**config.mk**
```make
export PLATFORM = sky130hd
export DESIGN_NAME = bcmp_mulmod
export DESIGN_NICKNAME = d
export VERILOG_FILES = /design/src/binomial_coefficient_mod_prime_core_macros.svh /design/src/bcmp_pkg.sv /design/src/bcmp_mulmod.sv
export SDC_FILE = /design/constraint.sdc
export NUM_CORES = 1
export LEC_CHECK = 0
export BUFFER_PORTS_ARGS = -buffer_cell sky130_fd_sc_hd__buf_2
export CORE_ASPECT_RATIO = 0.5
export CORE_MARGIN = 2
export CORE_UTILIZATION = 50
export CTS_CLUSTER_DIAMETER = 150
export DETAILED_ROUTE_END_ITERATION = 10
export PLACE_DENSITY = 0.71
export RECOVER_POWER = 50
export SLEW_MARGIN = 10
export SYNTH_ARGS = -nofsm -noshare
export SYNTH_HDL_FRONTEND = slang
export SYNTH_SLANG_ARGS = --single-unit
```
**constraint.sdc**
```tcl
create_clock -name i_clk -period 7.5 [get_ports i_clk]
set_clock_uncertainty 0.1 [all_clocks]
set_input_delay 0.75 -clock i_clk [delete_from_list [all_inputs] [get_ports i_clk]]
set_output_delay 0.75 -clock i_clk [all_outputs]
set_load 0.01 [all_outputs]
```
**src/binomial_coefficient_mod_prime_core_macros.svh**
```systemverilog
// assertion helpers for the rtl core, clocked on i_clk, quiet during reset
`ifndef BINOMIAL_COEFFICIENT_MOD_PRIME_CORE_MACROS_SVH
`define BINOMIAL_COEFFICIENT_MOD_PRIME_CORE_MACROS_SVH

// same-cycle implication
`define BCMP_ASSERT_NOW(label, ante, cons, msg) \
    label: assert property (@(posedge i_clk) disable iff (!i_rst_n) (ante) |-> (cons)) \
        else $error(msg);

// next-cycle implication
`define BCMP_ASSERT_NEXT(label, ante, cons, msg) \
    label: assert property (@(posedge i_clk) disable iff (!i_rst_n) (ante) |=> (cons)) \
        else $error(msg);

`endif

```
**src/bcmp_pkg.sv**
```systemverilog
package bcmp_pkg;

    localparam int VW = 30;
    localparam logic [VW-1:0] MOD_P      = 30'd1000000007;
    localparam logic [VW-1:0] FERMAT_EXP = 30'd1000000005;

    localparam logic [1:0] OP_BUILD = 2'd0;
    localparam logic [1:0] OP_BINOM = 2'd1;
    localparam logic [1:0] OP_INV   = 2'd2;

    localparam logic [1:0] ST_OK      = 2'd0;
    localparam logic [1:0] ST_BEYOND  = 2'd1;
    localparam logic [1:0] ST_UNBUILT = 2'd2;

    // one multiplier bit per step, msb first
    localparam logic [4:0] MUL_LAST = 5'd29;

    typedef struct packed {
        logic          start;
        logic [VW-1:0] a;
        logic [VW-1:0] b;
    } t_mul_req;

    typedef struct packed {
        logic          busy;
        logic          done;
        logic [VW-1:0] result;
    } t_mul_rsp;

endpackage

```
**src/bcmp_mulmod.sv**
```systemverilog
module bcmp_mulmod import bcmp_pkg::*; (
    input  logic     i_clk,
    input  logic     i_rst_n,
    input  t_mul_req i_req,
    output t_mul_rsp o_rsp
);

    logic          r_busy, n_busy;
    logic          r_done, n_done;
    logic [4:0]    r_cnt, n_cnt;
    logic [VW-1:0] r_acc, n_acc;
    logic [VW-1:0] r_a, n_a;
    logic [VW-1:0] r_b, n_b;
    logic [VW:0]   dbl, dbl_r, sum, sum_r;

    // horner step: acc = 2*acc + bit*a, each add folded back below p
    always_comb begin
        dbl   = {r_acc, 1'b0};
        dbl_r = (dbl >= {1'b0, MOD_P}) ? dbl - {1'b0, MOD_P} : dbl;
        sum   = dbl_r + {1'b0, (r_b[VW-1] ? r_a : {VW{1'b0}})};
        sum_r = (sum >= {1'b0, MOD_P}) ? sum - {1'b0, MOD_P} : sum;

        n_busy = r_busy;
        n_done = 1'b0;
        n_cnt  = r_cnt;
        n_acc  = r_acc;
        n_a    = r_a;
        n_b    = r_b;
        if (i_req.start) begin
            n_busy = 1'b1;
            n_cnt  = 5'd0;
            n_acc  = {VW{1'b0}};
            n_a    = i_req.a;
            n_b    = i_req.b;
        end else if (r_busy) begin
            n_acc = sum_r[VW-1:0];
            n_b   = {r_b[VW-2:0], 1'b0};
            n_cnt = r_cnt + 5'd1;
            if (r_cnt == MUL_LAST) begin
                n_busy = 1'b0;
                n_done = 1'b1;
            end
        end
    end

    always_ff @(posedge i_clk) begin
        if (!i_rst_n) begin
            r_busy <= 1'b0;
            r_done <= 1'b0;
        end else begin
            r_busy <= n_busy;
            r_done <= n_done;
        end
        r_cnt <= n_cnt;
        r_acc <= n_acc;
        r_a   <= n_a;
        r_b   <= n_b;
    end

    assign o_rsp.busy   = r_busy;
    assign o_rsp.done   = r_done;
    assign o_rsp.result = r_acc;

endmodule

```
# Word level (Yosys, flattened, before mapping)
# Cells that the tools add are included.
[totals]
ff_bits = 97
inputBits = 63
out_inout_bits = 32
word_cells = 26
[op_classes]
n_addsub = 4
magnitude_cmp = 2
eq_ne = 1
n_mux = 9
bitwise = 2
n_reduce_logical = 2
[ops]
columns = ["cell", "count"]
rows = [
  ["30-bit 2-to-1 mux", 4],
  ["31-bit by 30-bit >= comparator with 1-bit output, second input constant", 2],
  ["31-bit by 30-bit adder with 31-bit output", 1],
  ["31-bit 2-to-1 mux", 1],
  ["31-bit by 30-bit subtractor with 31-bit output, second input constant", 1],
  ["30-bit subtractor, second input constant", 1],
  ["5-bit by 1-bit adder with 5-bit output, second input constant", 1],
  ["5-bit == test, second input constant", 1],
  ["1-bit 2-to-1 mux", 4],
  ["3-bit OR reduction", 1],
  ["1-bit inverter", 2],
  ["2-bit nonzero test", 1],
]

# Logic depth before layout (Yosys ltp)
# Gate-level depths: netlist (run 1).
[logic_depth]
depth_word = 5
ltp_mapped = 25

# Worst setup path after synthesis (run 1)
# Ideal clock, no wire load.
[synth_timing]
kind = "register to register"
startpoint = "register r_acc[4]"
endpoint = "register r_acc[11]"
setup_time_ps = 117
arrival_time_ps = 5055
t_required_ps = 7283
path_slack_ps = 2228
path_stages_with_launch = 25
path_buffers = 4
cell_sequence = "dfxtp_1 -> nor4_1 -> nand2_1 -> a31oi_1 -> nor2_1 -> a211oi_2 -> clkinv_1 -> clkbuf_1 -> nor2_1 -> a21oi_1 -> ha_1 -> buf_4 -> a21oi_2 -> and2_1 -> a211oi_2 -> or4_4 -> a22oi_4 -> o211ai_2 -> a21oi_1 -> nand3_2 -> a31oi_4 -> buf_4 -> buf_2 -> mux2i_1 -> nand2_1"
[synth_via]
elab_chain_len = 5
word_cells_on_any_way = 7
classes_between = "add/sub: 3; order compare: 2; mux: 2"
[synth_lines]
columns = ["element", "line", "rtl"]
rows = [
  ["start, declared", "bcmp_mulmod.sv:11", "logic [VW-1:0] r_acc, n_acc;"],
  ["start signal, assigned", "bcmp_mulmod.sv:55", "r_acc <= n_acc;"],
  ["31-bit by 30-bit subtractor with 31-bit output / 31-bit by 30-bit >= comparator with 1-bit output (equally long branches)", "bcmp_mulmod.sv:19", "dbl_r = (dbl >= {1'b0, MOD_P}) ? dbl - {1'b0, MOD_P} : dbl;"],
  ["31-bit 2-to-1 mux (*)", "bcmp_mulmod.sv:19", ""],
  ["31-bit by 30-bit adder with 31-bit output (*)", "bcmp_mulmod.sv:20", "sum = dbl_r + {1'b0, (r_b[VW-1] ? r_a : {VW{1'b0}})};"],
  ["30-bit subtractor / 31-bit by 30-bit >= comparator with 1-bit output (equally long branches)", "bcmp_mulmod.sv:21", "sum_r = (sum >= {1'b0, MOD_P}) ? sum - {1'b0, MOD_P} : sum;"],
  ["30-bit 2-to-1 mux (*)", "bcmp_mulmod.sv:21", ""],
]
# Mark *: on every way between the ends. The rest lies on a longest branch, timed or not.
# A chain may end at the register's enable or synchronous reset.

# Worst setup path after layout (run 1)
[layout_timing]
startpoint = "register r_acc[5]"
endpoint = "register r_acc[22]"
# The elaborated chain is that of the path after synthesis.

==> impl_results.rst, run 1 <==
.. list-table::
   :header-rows: 1

   * - Metric
     - Value
   * - Fraction of registers with async set or reset after synthesis
     - 0
   * - Final global-route overflow total
     - 0
   * - WS Path Type
     - reg -> reg
   * - Cell occurring most often along the worst timing path
     - sky130_fd_sc_hd__nand2_1
   * - Required time at the worst-slack endpoint
     - between 7 and 8 ns
   * - Kind of start point of the critical path
     - register
   * - Initial antenna violation count
     - 0
   * - Final Cycle Share
     - 0.8769
   * - Arrival time reported for the critical path endpoint
     - approximately 6.7 ns
   * - Half-perimeter wire length of the detailed placement result
     - between 10,000 and 15,000 um
   * - IR Drop Worst-Case VDD
     - about 0.14 mV
   * - Insertion delay to the later sink of the worst-skew pair
     - ~0.37 ns
   * - Number of enable flip-flop cells after synthesis
     - 60
   * - 1st-pass router iterations
     - 5
   * - Post-Layout Inst Area
     - between 8000 and 9000 sq um
   * - Clock tree buffer depth
     - 2
   * - CTS H-tree lvls
     - 3
   * - Post-synthesis instance total
     - 805
   * - Placement Rows
     - 31
   * - Number of nets with antenna violations after routing
     - 0
   * - Cell variety after synth
     - 90
   * - Buffer type at the clock tree root
     - sky130_fd_sc_hd__clkbuf_16
   * - Via density per instance
     - 6.156
   * - Number of top-level pins
     - 95
   * - Transition time of the tightest slew-check pin
     - 3.233 ns
   * - Result of the run
     - finished, violations left
   * - Total routing resource utilization after global routing
     - 0.2511
   * - Routed wirelength normalized by instance count
     - ~18 um
   * - Pwr/cell area
     - slightly above 300 nW/um^2
   * - Final core area utilization
     - 0.5713
   * - CTS tree
     - done
   * - Crit-path max cell delay
     - roughly 0.81 ns
   * - Leading register cell type out of synthesis
     - sky130_fd_sc_hd__edfxtp_1
   * - # nets final
     - 974
   * - Final RePlAce weighted congestion
     - approximately 1.0
   * - Unrepaired setup endpoints after global routing
     - no
   * - Path category of the worst min-delay check
     - reg -> reg
   * - Cell taking the most area after synthesis
     - sky130_fd_sc_hd__edfxtp_1
   * - Global-route wire length before repair
     - roughly 32,000 um
   * - Remaining design rule violation count
     - 0
   * - Highest clock frequency the design can meet
     - 152.0 MHz
   * - Failing checks
     - max-capacitance violations, max-slew violations
   * - Worst-path clk slew
     - 0.08 ns
   * - Post-route non-filler standard cell count
     - 1,079
   * - Post-detailed-placement cell area
     - 7936 sq um
   * - Vias in the first global route
     - 6,074
   * - Area of the core region
     - roughly 14,000 sq um
   * - Worst-path cell chain
     - nor4_1, nand2_1, a31oi_1, nor2_1, a211oi_2, buf_4, clkinv_1, nand2_1, xnor2_1, ha_1, o211a_2, o211ai_1, a2111o_1, a21oi_1, a211o_1, a21oi_1, xnor2_1, nand2_1, a31oi_4, nor4_1, or3_1
   * - Fillers
     - about 1,300
   * - Setup violators final
     - 0
   * - Crit-path max FO
     - 39
   * - Master of the slowest instance on the critical path
     - sky130_fd_sc_hd__a31oi_4
   * - Area share of the largest cell type after synthesis
     - 0.2445
   * - Multi-input combinational cell area
     - between 4000 and 5000 sq um
   * - Floorplan die area
     - 15,780 sq um
   * - Critical Path Sink Type
     - register
   * - PostCTS Resize Cnt
     - 0
   * - Input/output buffers
     - 94
   * - Number of cells after detailed placement
     - about 1,100
   * - Number of buffers added to fix hold violations after cts
     - 0
   * - Iteration-0 DRC count of the detailed router
     - 706
   * - Die boundary width
     - 175.7 um
   * - Worst slew margin relative to its limit
     - -1.155
   * - Share of the yosys chip area belonging to registers
     - 0.3450
   * - Max capacitance violation total
     - 2
   * - Leading cell types by total area after synthesis
     - sky130_fd_sc_hd__edfxtp_1 24%, sky130_fd_sc_hd__dfxtp_1 10%, sky130_fd_sc_hd__ha_1 5.8%
   * - Vias
     - about 6,600
   * - Number of warnings reported in the yosys synthesis log
     - 0
   * - Starting density of the core
     - 0.5108
   * - Cell area after synthesis
     - between 7000 and 8000 sq um
   * - Clock buffer count from CTS
     - 9
   * - Clk sinks
     - 97
   * - Post-synth net total
     - approximately 900
   * - Post-Syn Area per Cell
     - 9.155 sq um
   * - Footprint of the flip-flops and latches
     - 2542 sq um
   * - Share of cells above drive strength 1
     - 0.1793
   * - Final Hold Viols
     - 0
   * - Die height
     - between 80 and 90 um
   * - Minimum clock period
     - between 6 and 7 ns
   * - Number of setup buffers added after CTS
     - 0
   * - #FFs+latches synth
     - 97
   * - Routed WL
     - approximately 20,000 um
   * - Reported leakage power
     - 0.003239 uW
   * - # diodes
     - 0
   * - Sum of negative setup slack
     - 0 ns
   * - Slew Viols, Final
     - 100
   * - Area overhead of the layout relative to synthesis
     - 11.85%
   * - Largest net degree at the start of global routing
     - 60
[layout by cell type, fill, tap and decap left out, types with 8 or more instances in the layout]
cell,count
sky130_fd_sc_hd__o211ai_1,12
sky130_fd_sc_hd__o21ai_1,12
sky130_fd_sc_hd__nor4_1,11
sky130_fd_sc_hd__clkbuf_16,9
sky130_fd_sc_hd__nand4_1,18
sky130_fd_sc_hd__inv_1,16
sky130_fd_sc_hd__and2_1,42
sky130_fd_sc_hd__xnor2_1,28
sky130_fd_sc_hd__dfxtp_1,37
sky130_fd_sc_hd__a21o_1,10
sky130_fd_sc_hd__nor3_1,12
sky130_fd_sc_hd__or3_1,16
sky130_fd_sc_hd__ha_1,34
sky130_fd_sc_hd__xor2_1,20
sky130_fd_sc_hd__clkbuf_1,24
sky130_fd_sc_hd__a32o_1,8
sky130_fd_sc_hd__nor2_1,62
sky130_fd_sc_hd__nand3_1,36
sky130_fd_sc_hd__and3_1,16
sky130_fd_sc_hd__a21oi_1,47
sky130_fd_sc_hd__edfxtp_1,60
sky130_fd_sc_hd__buf_2,72
sky130_fd_sc_hd__nand2_1,59
sky130_fd_sc_hd__mux2_2,30
sky130_fd_sc_hd__o21ai_0,23
[flip-flops by register name (all words and copies together) (netlist names)]
signal,cells
r_b,30
r_busy,1
r_cnt,5
r_acc,30
r_a,30
r_done,1
[layout make-up]
| cell class | instances | area share |
|---|---|---|
| Tap cell | 198 | 0.03005 |
| Sequential cell | 97 | 0.3084 |
| Timing Repair Buffer | 99 | 0.05738 |
| Clock buffer | 9 | 0.02732 |
| Clock inverter | 7 | 0.01442 |
| Inverter | 17 | 0.007741 |
| Multi-Input combinational cell | 652 | 0.5546 |
[Yosys cell counts (11+ instances only)]
library cell	instances
sky130_fd_sc_hd__nor2_1	63
sky130_fd_sc_hd__edfxtp_1	60
sky130_fd_sc_hd__nand2_1	59
sky130_fd_sc_hd__a21oi_1	47
sky130_fd_sc_hd__and2_1	43
sky130_fd_sc_hd__dfxtp_1	37
sky130_fd_sc_hd__nand3_1	36
sky130_fd_sc_hd__ha_1	34
sky130_fd_sc_hd__mux2_2	30
sky130_fd_sc_hd__xnor2_1	28
sky130_fd_sc_hd__o21ai_0	23
sky130_fd_sc_hd__xor2_1	20
sky130_fd_sc_hd__clkbuf_1	19
sky130_fd_sc_hd__nand4_1	18
sky130_fd_sc_hd__and3_1	16
sky130_fd_sc_hd__inv_1	16
sky130_fd_sc_hd__or3_1	16
sky130_fd_sc_hd__nor3_1	12
sky130_fd_sc_hd__o211ai_1	12
sky130_fd_sc_hd__o21ai_1	12
sky130_fd_sc_hd__buf_2	11
sky130_fd_sc_hd__nor4_1	11
[where the power goes]
group          internal [uW]  leakage [uW]  switching [uW]
logic                    462       0.00217             787
registers                645      0.000899            95.6
clock network            304      0.000169             233
[critical path: cells and delay by family, from the launching register on]
kind | cells | cell delay [ns]
AOI/OAI and AO/OA | 9 | 2.67
xor gates and xnor gates | 2 | 0.47
adders and majority gates | 1 | 0.49
buffers and inverters | 2 | 0.69
DFF | 1 | 0.38
and+or+nand+nor | 7 | 1.65
[logic make-up after synthesis]
group	synth area share
buf+inv	0.03497
compound gates	0.2020
flops	0.3450
xor+xnor	0.06367
simple gates	0.2426
fa+ha+maj	0.06044
mux	0.05127
[per-stage QoR]
step	setup WS (ns)	hold WS [ns]	power, uW
detailed placement	1.118	0.4001	1972
CTS	1.066	0.4179	2517
global placement	1.326	0.3927	1955
floorplan	2.228	0.3631	1657
global route	0.3112	0.4443	2670
finish	0.9230	0.4205	2526
[final timing paths]
| kind | start | to | slack (ns) | cells after the start |
|---|---|---|---|---|
| min | r_cnt[4] | r_done | 0.42 | 2 |
| max | r_acc[5] | r_acc[22] | 0.92 | 21 |
| max reg2reg | r_acc[5] | r_acc[22] | 0.92 | 21 |
| min reg2reg | r_cnt[4] | r_done | 0.42 | 2 |
[metal layers]
metal  share of wire  global-route usage  vias to the layer above  wire length, um
li1                -                   -                     3192                -
met1            0.46              0.3481                     3135             9127
met2            0.44              0.3888                      278             8739
met3           0.084             0.06387                       37             1668
met4           0.021             0.07025                        0              423
met5               0                   0                        -                0
Note: power is estimated with default switching activity, not from simulation.
==> run 2, diff against run 1 <==
--- a/config.mk
+++ b/config.mk
@@ -9,7 +9,7 @@
 export CORE_ASPECT_RATIO = 0.5
 export CORE_MARGIN = 2
 export CORE_UTILIZATION = 50
-export CTS_CLUSTER_DIAMETER = 150
+export CTS_CLUSTER_DIAMETER = 30
 export DETAILED_ROUTE_END_ITERATION = 10
 export PLACE_DENSITY = 0.71
 export RECOVER_POWER = 50
==> constraint.sdc (replaced) <==
create_clock -name i_clk -period 7 [get_ports i_clk]
set_clock_uncertainty 0.1 [all_clocks]
set_input_delay 0.35 -clock i_clk [delete_from_list [all_inputs] [get_ports i_clk]]
set_output_delay 0.35 -clock i_clk [all_outputs]
set_load 0.01 [all_outputs]
==> run 2 against run 1 <==
  * The flow now finishes without violations
  * Register-to-register slack worse by 0.19 ns
  * First-iteration DRC count rose by 0.71%
  * Global-route usage is 0.26 points higher
  * Sequential share of layout area is 0.19 points higher
  * Combinational power up 8%
  * Non-clock buffer count up 2
  * Utilization decreased by 0.35 points
  * Cell count up 0.19%
  * Sequential power up 7.4%
  * Die area did not move
  * Maximum frequency rose by 4.9%
  * Largest power group unchanged
==> impl_results.rst, run 2 (synthesis gave the netlist of run 1 again) <==
.. list-table::
   :header-rows: 1

   * - Metric
     - Value
   * - Area overhead of the layout relative to synthesis
     - 11.17%
   * - Required time at the worst-slack endpoint
     - just over 7 ns
   * - IR Drop Worst-Case VDD
     - roughly 0.12 mV
   * - Logic depth of the worst register-to-register path
     - 20
   * - Buffer type at the clock tree root
     - sky130_fd_sc_hd__clkbuf_16
   * - Transition time of the tightest slew-check pin
     - around 1.1 ns
   * - Setup slack, reg-to-reg
     - roughly 0.73 ns
   * - Half-perimeter wire length of the detailed placement result
     - 14,950 um
   * - Global route hottest layer
     - met2
   * - Setup violators final
     - 0
   * - Global-route wire length before repair
     - about 32,000 um
   * - Final RePlAce weighted congestion
     - around 1
   * - Highest clock frequency the design can meet
     - 159.5 MHz
   * - Final-layout worst hold slack
     - 0.05936 ns
   * - Result of the run
     - completed
   * - Routed WL
     - around 20,000 um
   * - Clk sinks
     - 97
   * - Met3 routing resource usage after global routing
     - 0.08080
   * - Placement Rows
     - 31
   * - Share of cells above drive strength 1
     - 0.1755
   * - Initial antenna violation count
     - 0
   * - Path category of the worst min-delay check
     - in -> reg
   * - R2r endpoint
     - r_acc[23]
   * - Number of nets with antenna violations after routing
     - 0
   * - Clock buffer count from CTS
     - 9
   * - Most frequent standard cell in the layout excluding fill and tap cells
     - sky130_fd_sc_hd__buf_2
   * - Floorplan die area
     - about 16,000 sq um
   * - Final core area utilization
     - 0.5678
   * - M1 GR Usage
     - 0.3404
   * - Number of buffers added to fix hold violations after cts
     - 0
   * - Kind of start point of the critical path
     - register
   * - Worst-path clk slew
     - about 0.07 ns
   * - PostCTS Resize Cnt
     - 0
   * - Number of setup buffers added after CTS
     - 0
   * - Starting density of the core
     - 0.5108
   * - Origin of the worst min-delay path
     - i_req[43]
   * - Commonest cells after routing, fill and taps aside
     - 67 x sky130_fd_sc_hd__buf_2, 62 x sky130_fd_sc_hd__nor2_1, 60 x sky130_fd_sc_hd__edfxtp_1
   * - Remaining design rule violation count
     - 0
   * - Worst Hold Depth
     - 1
   * - CTS tree
     - done
   * - Input/output buffers
     - 94
   * - Die height
     - roughly 90 um
   * - WS Path Type
     - reg -> reg
   * - Die boundary width
     - about 180 um
   * - Number of top-level pins
     - 95
   * - Arrival time reported for the critical path endpoint
     - about 6.4 ns
   * - Worst Hold Endpoint
     - r_a[13]
   * - Via density per instance
     - roughly 6
   * - Iteration-0 DRC count of the detailed router
     - just over 700
   * - Top flop regs
     - r_a x30, r_acc x30, r_b x30
   * - Crit-path max FO
     - 34
   * - Vias in the first global route
     - 6,195
   * - Clock tree buffer depth
     - 2
   * - Unrepaired setup endpoints after global routing
     - no
   * - Multi-input combinational cell area
     - about 4600 sq um
   * - Sum of negative setup slack
     - 0 ns
   * - 1st-pass router iterations
     - 5
   * - Critical Path Sink Type
     - register
   * - # nets final
     - 976
   * - Met2 track utilization from global routing
     - 0.3914
   * - Worst reg2reg path startpoint
     - r_acc[16]
   * - Pwr/cell area
     - 320.9 nW/um^2
   * - Minimum clock period
     - 6.270 ns
   * - Final global-route overflow total
     - 0
   * - Footprint of the flip-flops and latches
     - around 2500 sq um
   * - Area of the core region
     - around 14,000 sq um
   * - Largest net degree at the start of global routing
     - between 70 and 80
   * - Routed wirelength normalized by instance count
     - 18.48 um
   * - Final Cycle Share
     - 0.8957
   * - Fillers
     - 1,358
   * - Worst slew margin relative to its limit
     - 0.2664
   * - Max capacitance violation total
     - 0
   * - Reported leakage power
     - 0.003201 uW
   * - Slew Viols, Final
     - 0
   * - CTS H-tree lvls
     - 3
   * - Final Hold Viols
     - 0
   * - Vias
     - roughly 6,700
   * - Total routing resource utilization after global routing
     - 0.2537
   * - Insertion delay to the later sink of the worst-skew pair
     - between 0.3 and 0.4 ns
   * - # diodes
     - 0
==> run 2: metal layers <==
layer / vias up / part of all wire
met3: 46 / 0.090
li1: 3197 / -
met5: - / 0
met1: 3121 / 0.45
met2: 303 / 0.44
met4: 0 / 0.023
==> run 2: final cells by class <==
| class | count | share of cell area |
|---|---|---|
| inverters | 17 | 0.007789 |
| clock buffers | 10 | 0.02795 |
| well taps | 198 | 0.03024 |
| repair buffers | 101 | 0.05971 |
| multi-input cells | 652 | 0.5580 |
| clock inverters | 6 | 0.005956 |
| flip-flops and latches | 97 | 0.3103 |
==> run 2: how the worst max path moves through the flow <==
stage                         start         to  slack (ns)  cells past startpoint
after floorplan            r_acc[4]  r_acc[11]        1.73                     24
after detailed placement  r_acc[16]  r_acc[20]        0.85                     20
after global routing      r_acc[16]  r_acc[12]        0.13                     21
final                     r_acc[16]  r_acc[23]        0.73                     20
after global placement    r_acc[16]  r_acc[13]        0.99                     20
after CTS                 r_acc[16]  r_acc[23]        0.82                     20
==> run 2: report_power, final <==
group          leakage [uW]  internal [uW]  switching (uW)  total (uW)
clock network      0.000133            246             240         486
registers          0.000899            690             105         795
logic               0.00217            497             851        1350
total               0.00320           1430            1200        2630
==> run 2: through the flow <==
step | total power [uW] | setup WS [ns] | area [sq um] | cells
floorplan | 1776 | 1.728 | 7370 | 805
detailed placement | 2127 | 0.8541 | 7951 | 1065
CTS | 2624 | 0.8160 | 8229 | 1081
finish | 2629 | 0.7301 | 8193 | 1081
global placement | 2108 | 0.9850 | 7951 | 1065
global route | 2784 | 0.1323 | 8193 | 1081
==> run 2: critical path: stages, from the launching register on <==
cell and delay, ns:
sky130_fd_sc_hd__dfxtp_1 0.52, sky130_fd_sc_hd__nor4b_1 0.28, sky130_fd_sc_hd__nand4_1 0.13, sky130_fd_sc_hd__nor3_1 0.42
sky130_fd_sc_hd__a211oi_2 0.13, sky130_fd_sc_hd__buf_4 0.20, sky130_fd_sc_hd__nor4_1 0.34, sky130_fd_sc_hd__nor3b_1 0.28
sky130_fd_sc_hd__xor2_1 0.23, sky130_fd_sc_hd__ha_1 0.35, sky130_fd_sc_hd__a21oi_1 0.23, sky130_fd_sc_hd__o21ai_1 0.16
sky130_fd_sc_hd__nor2b_1 0.23, sky130_fd_sc_hd__or4_4 0.55, sky130_fd_sc_hd__a22oi_4 0.20, sky130_fd_sc_hd__o211ai_2 0.19
sky130_fd_sc_hd__a21oi_1 0.21, sky130_fd_sc_hd__nand3_2 0.14, sky130_fd_sc_hd__a31oi_4 0.73, sky130_fd_sc_hd__o21ai_0 0.21
sky130_fd_sc_hd__a311oi_1 0.32
==> run 3, diff against run 2 <==
--- a/config.mk
+++ b/config.mk
@@ -9,6 +9,7 @@
 export CORE_ASPECT_RATIO = 0.5
 export CORE_MARGIN = 2
 export CORE_UTILIZATION = 50
+export CTS_BUF_LIST = sky130_fd_sc_hd__clkbuf_4 sky130_fd_sc_hd__clkbuf_8 sky130_fd_sc_hd__clkbuf_16
 export CTS_CLUSTER_DIAMETER = 30
 export DETAILED_ROUTE_END_ITERATION = 10
 export PLACE_DENSITY = 0.71
@@ -17,3 +18,4 @@
 export SYNTH_ARGS = -nofsm -noshare
 export SYNTH_HDL_FRONTEND = slang
 export SYNTH_SLANG_ARGS = --single-unit
+export TNS_END_PERCENT = 5
==> run 3 against run 2 <==
  * Via count about the same
  * Non-clock buffer count did not move
  * Hold slack about the same
  * Critical path type unchanged
  * Largest cell class unchanged
  * Largest power group unchanged
==> impl_results.rst, run 3 (synthesis gave the netlist of run 1 again) <==
.. list-table::
   :header-rows: 1

   * - Metric
     - Value
   * - Top flop regs
     - r_a x30, r_acc x30, r_b x30
   * - Sum of negative setup slack
     - 0 ns
   * - Final Hold Viols
     - 0
   * - Transition time of the tightest slew-check pin
     - ~1.1 ns
   * - Post-route non-filler standard cell count
     - 1,081
   * - Unrepaired setup endpoints after global routing
     - no
   * - Vias
     - about 6,700
   * - Number of buffers added to fix hold violations after cts
     - 0
   * - Path category of the worst min-delay check
     - in -> reg
   * - Kind of start point of the critical path
     - register
   * - Area overhead of the layout relative to synthesis
     - 11.22%
   * - Buffer type at the clock tree root
     - sky130_fd_sc_hd__clkbuf_16
   * - Max capacitance violation total
     - 0
   * - Half-perimeter wire length of the detailed placement result
     - ~15,000 um
   * - Post-layout worst setup margin
     - about 0.73 ns
   * - Timing startpoint of the critical path
     - r_acc[16]
   * - Reported leakage power
     - between 0.003 and 0.004 uW
   * - # nets final
     - 976
   * - CTS tree
     - done
   * - Initial antenna violation count
     - 0
   * - Setup violators final
     - 0
   * - Multi-input combinational cell area
     - about 4600 sq um
   * - Result of the run
     - completed
   * - Final-layout worst hold slack
     - 0.05919 ns
   * - Routed WL
     - 19,990 um
   * - PostCTS Resize Cnt
     - 0
   * - Worst reg2reg path startpoint
     - r_acc[16]
   * - Worst-path clk slew
     - 0.07 ns
   * - Slew Viols, Final
     - 0
   * - Vias in the first global route
     - between 6,000 and 7,000
   * - Die boundary width
     - approximately 180 um
   * - Global-route wire length before repair
     - between 30,000 and 40,000 um
   * - IR Drop Worst-Case VDD
     - about 0.12 mV
   * - Die height
     - roughly 90 um
   * - Clock buffer count from CTS
     - 9
   * - Number of nets with antenna violations after routing
     - 0
   * - Highest clock frequency the design can meet
     - approximately 160 MHz
   * - Clock tree buffer depth
     - 2
   * - Number of setup buffers added after CTS
     - 0
   * - Pre-CTS setup slack
     - roughly 0.85 ns
   * - WS Path Type
     - reg -> reg
   * - Total routing resource utilization after global routing
     - 0.2537
   * - Largest net degree at the start of global routing
     - between 70 and 80
   * - Commonest cells after routing, fill and taps aside
     - 67 x sky130_fd_sc_hd__buf_2, 62 x sky130_fd_sc_hd__nor2_1, 60 x sky130_fd_sc_hd__edfxtp_1
   * - Final RePlAce weighted congestion
     - roughly 1
   * - Minimum clock period
     - 6.273 ns
   * - Routed wirelength normalized by instance count
     - around 18 um
   * - Via density per instance
     - 6.171
   * - Number of cells after detailed placement
     - around 1,100
   * - Fillers
     - 1,356
   * - Most frequent standard cell in the layout excluding fill and tap cells
     - sky130_fd_sc_hd__buf_2
   * - Worst slew margin relative to its limit
     - 0.2658
   * - Input/output buffers
     - 94
   * - 1st-pass router iterations
     - 5
   * - Insertion delay to the later sink of the worst-skew pair
     - approximately 0.36 ns
   * - Starting density of the core
     - 0.5108
   * - Required time at the worst-slack endpoint
     - 7.15 ns
   * - Footprint of the flip-flops and latches
     - 2542 sq um
   * - Final Cycle Share
     - 0.8962
   * - Placement Rows
     - 31
   * - Area of the core region
     - between 10,000 and 15,000 sq um
   * - Floorplan die area
     - 15,780 sq um
   * - CTS H-tree lvls
     - 3
   * - Origin of the worst min-delay path
     - i_req[43]
   * - Number of top-level pins
     - between 90 and 100
   * - Arrival time reported for the critical path endpoint
     - approximately 6.4 ns
   * - Remaining design rule violation count
     - 0
   * - Clk sinks
     - 97
   * - Pwr/cell area
     - about 320 nW/um^2
   * - Crit-path max FO
     - 34
   * - # diodes
     - 0
   * - Share of cells above drive strength 1
     - 0.1767
   * - Critical Path Sink Type
     - register
   * - Iteration-0 DRC count of the detailed router
     - 711
   * - Final global-route overflow total
     - 0
## run 3: cell counts in the layout (fill, tap and decap cells not counted)
Identical to the previous run, type by type.
## run 3: routing by layer
metal | global-route usage | vias up | share of wire
li1 | - | 3198 | -
met1 | 0.3404 | 3132 | 0.45
met2 | 0.3914 | 297 | 0.44
met3 | 0.08080 | 44 | 0.090
met4 | 0.07713 | 0 | 0.023
met5 | 0 | - | 0
## run 3: metrics by stage
| stage | total power [uW] | cell area, sq um | utilization |
|---|---|---|---|
| 2_1_floorplan | 1776 | 7370 | - |
| 3_3_place_gp | 2108 | 7951 | 0.5511 |
| 3_5_place_dp | 2127 | 7951 | 0.5511 |
| 4_1_cts | 2628 | 8233 | 0.5706 |
| 5_1_grt | 2787 | 8197 | 0.5681 |
| 6_report | 2633 | 8197 | 0.5681 |
## run 3: area by class of cell
| cell class | count | share of cell area |
|---|---|---|
| inverter | 17 | 0.007785 |
| tap | 198 | 0.03022 |
| multi-input combinational | 652 | 0.5578 |
| clock inverter | 6 | 0.005953 |
| sequential | 97 | 0.3102 |
| clock buffer | 10 | 0.02839 |
| timing repair buffer | 101 | 0.05969 |
## run 3: path summary, 6_finish.rpt
check / to / slack, ns / depth (start not counted)
worst min-delay path: r_a[13] / 0.06 / 1
worst max register to register: r_acc[23] / 0.73 / 20
worst max-delay path: r_acc[23] / 0.73 / 20
worst min register to register: r_done / 0.42 / 2
## run 3: power breakdown
part	switching (uW)	internal [uW]	total (uW)
Combinational	851	497	1350
Clock	240	250	490
Sequential	105	690	795
## run 3: worst max-delay path: stages, from the launching register on
cell                       delay, ns
sky130_fd_sc_hd__dfxtp_1        0.52
sky130_fd_sc_hd__nor4b_1        0.28
sky130_fd_sc_hd__nand4_1        0.13
sky130_fd_sc_hd__nor3_1         0.42
sky130_fd_sc_hd__a211oi_2       0.13
sky130_fd_sc_hd__buf_4          0.20
sky130_fd_sc_hd__nor4_1         0.34
sky130_fd_sc_hd__nor3b_1        0.28
sky130_fd_sc_hd__xor2_1         0.23
sky130_fd_sc_hd__ha_1           0.35
sky130_fd_sc_hd__a21oi_1        0.23
sky130_fd_sc_hd__o21ai_1        0.16
sky130_fd_sc_hd__nor2b_1        0.23
sky130_fd_sc_hd__or4_4          0.55
sky130_fd_sc_hd__a22oi_4        0.20
sky130_fd_sc_hd__o211ai_2       0.19
sky130_fd_sc_hd__a21oi_1        0.21
sky130_fd_sc_hd__nand3_2        0.14
sky130_fd_sc_hd__a31oi_4        0.73
sky130_fd_sc_hd__o21ai_0        0.21
sky130_fd_sc_hd__a311oi_1       0.33
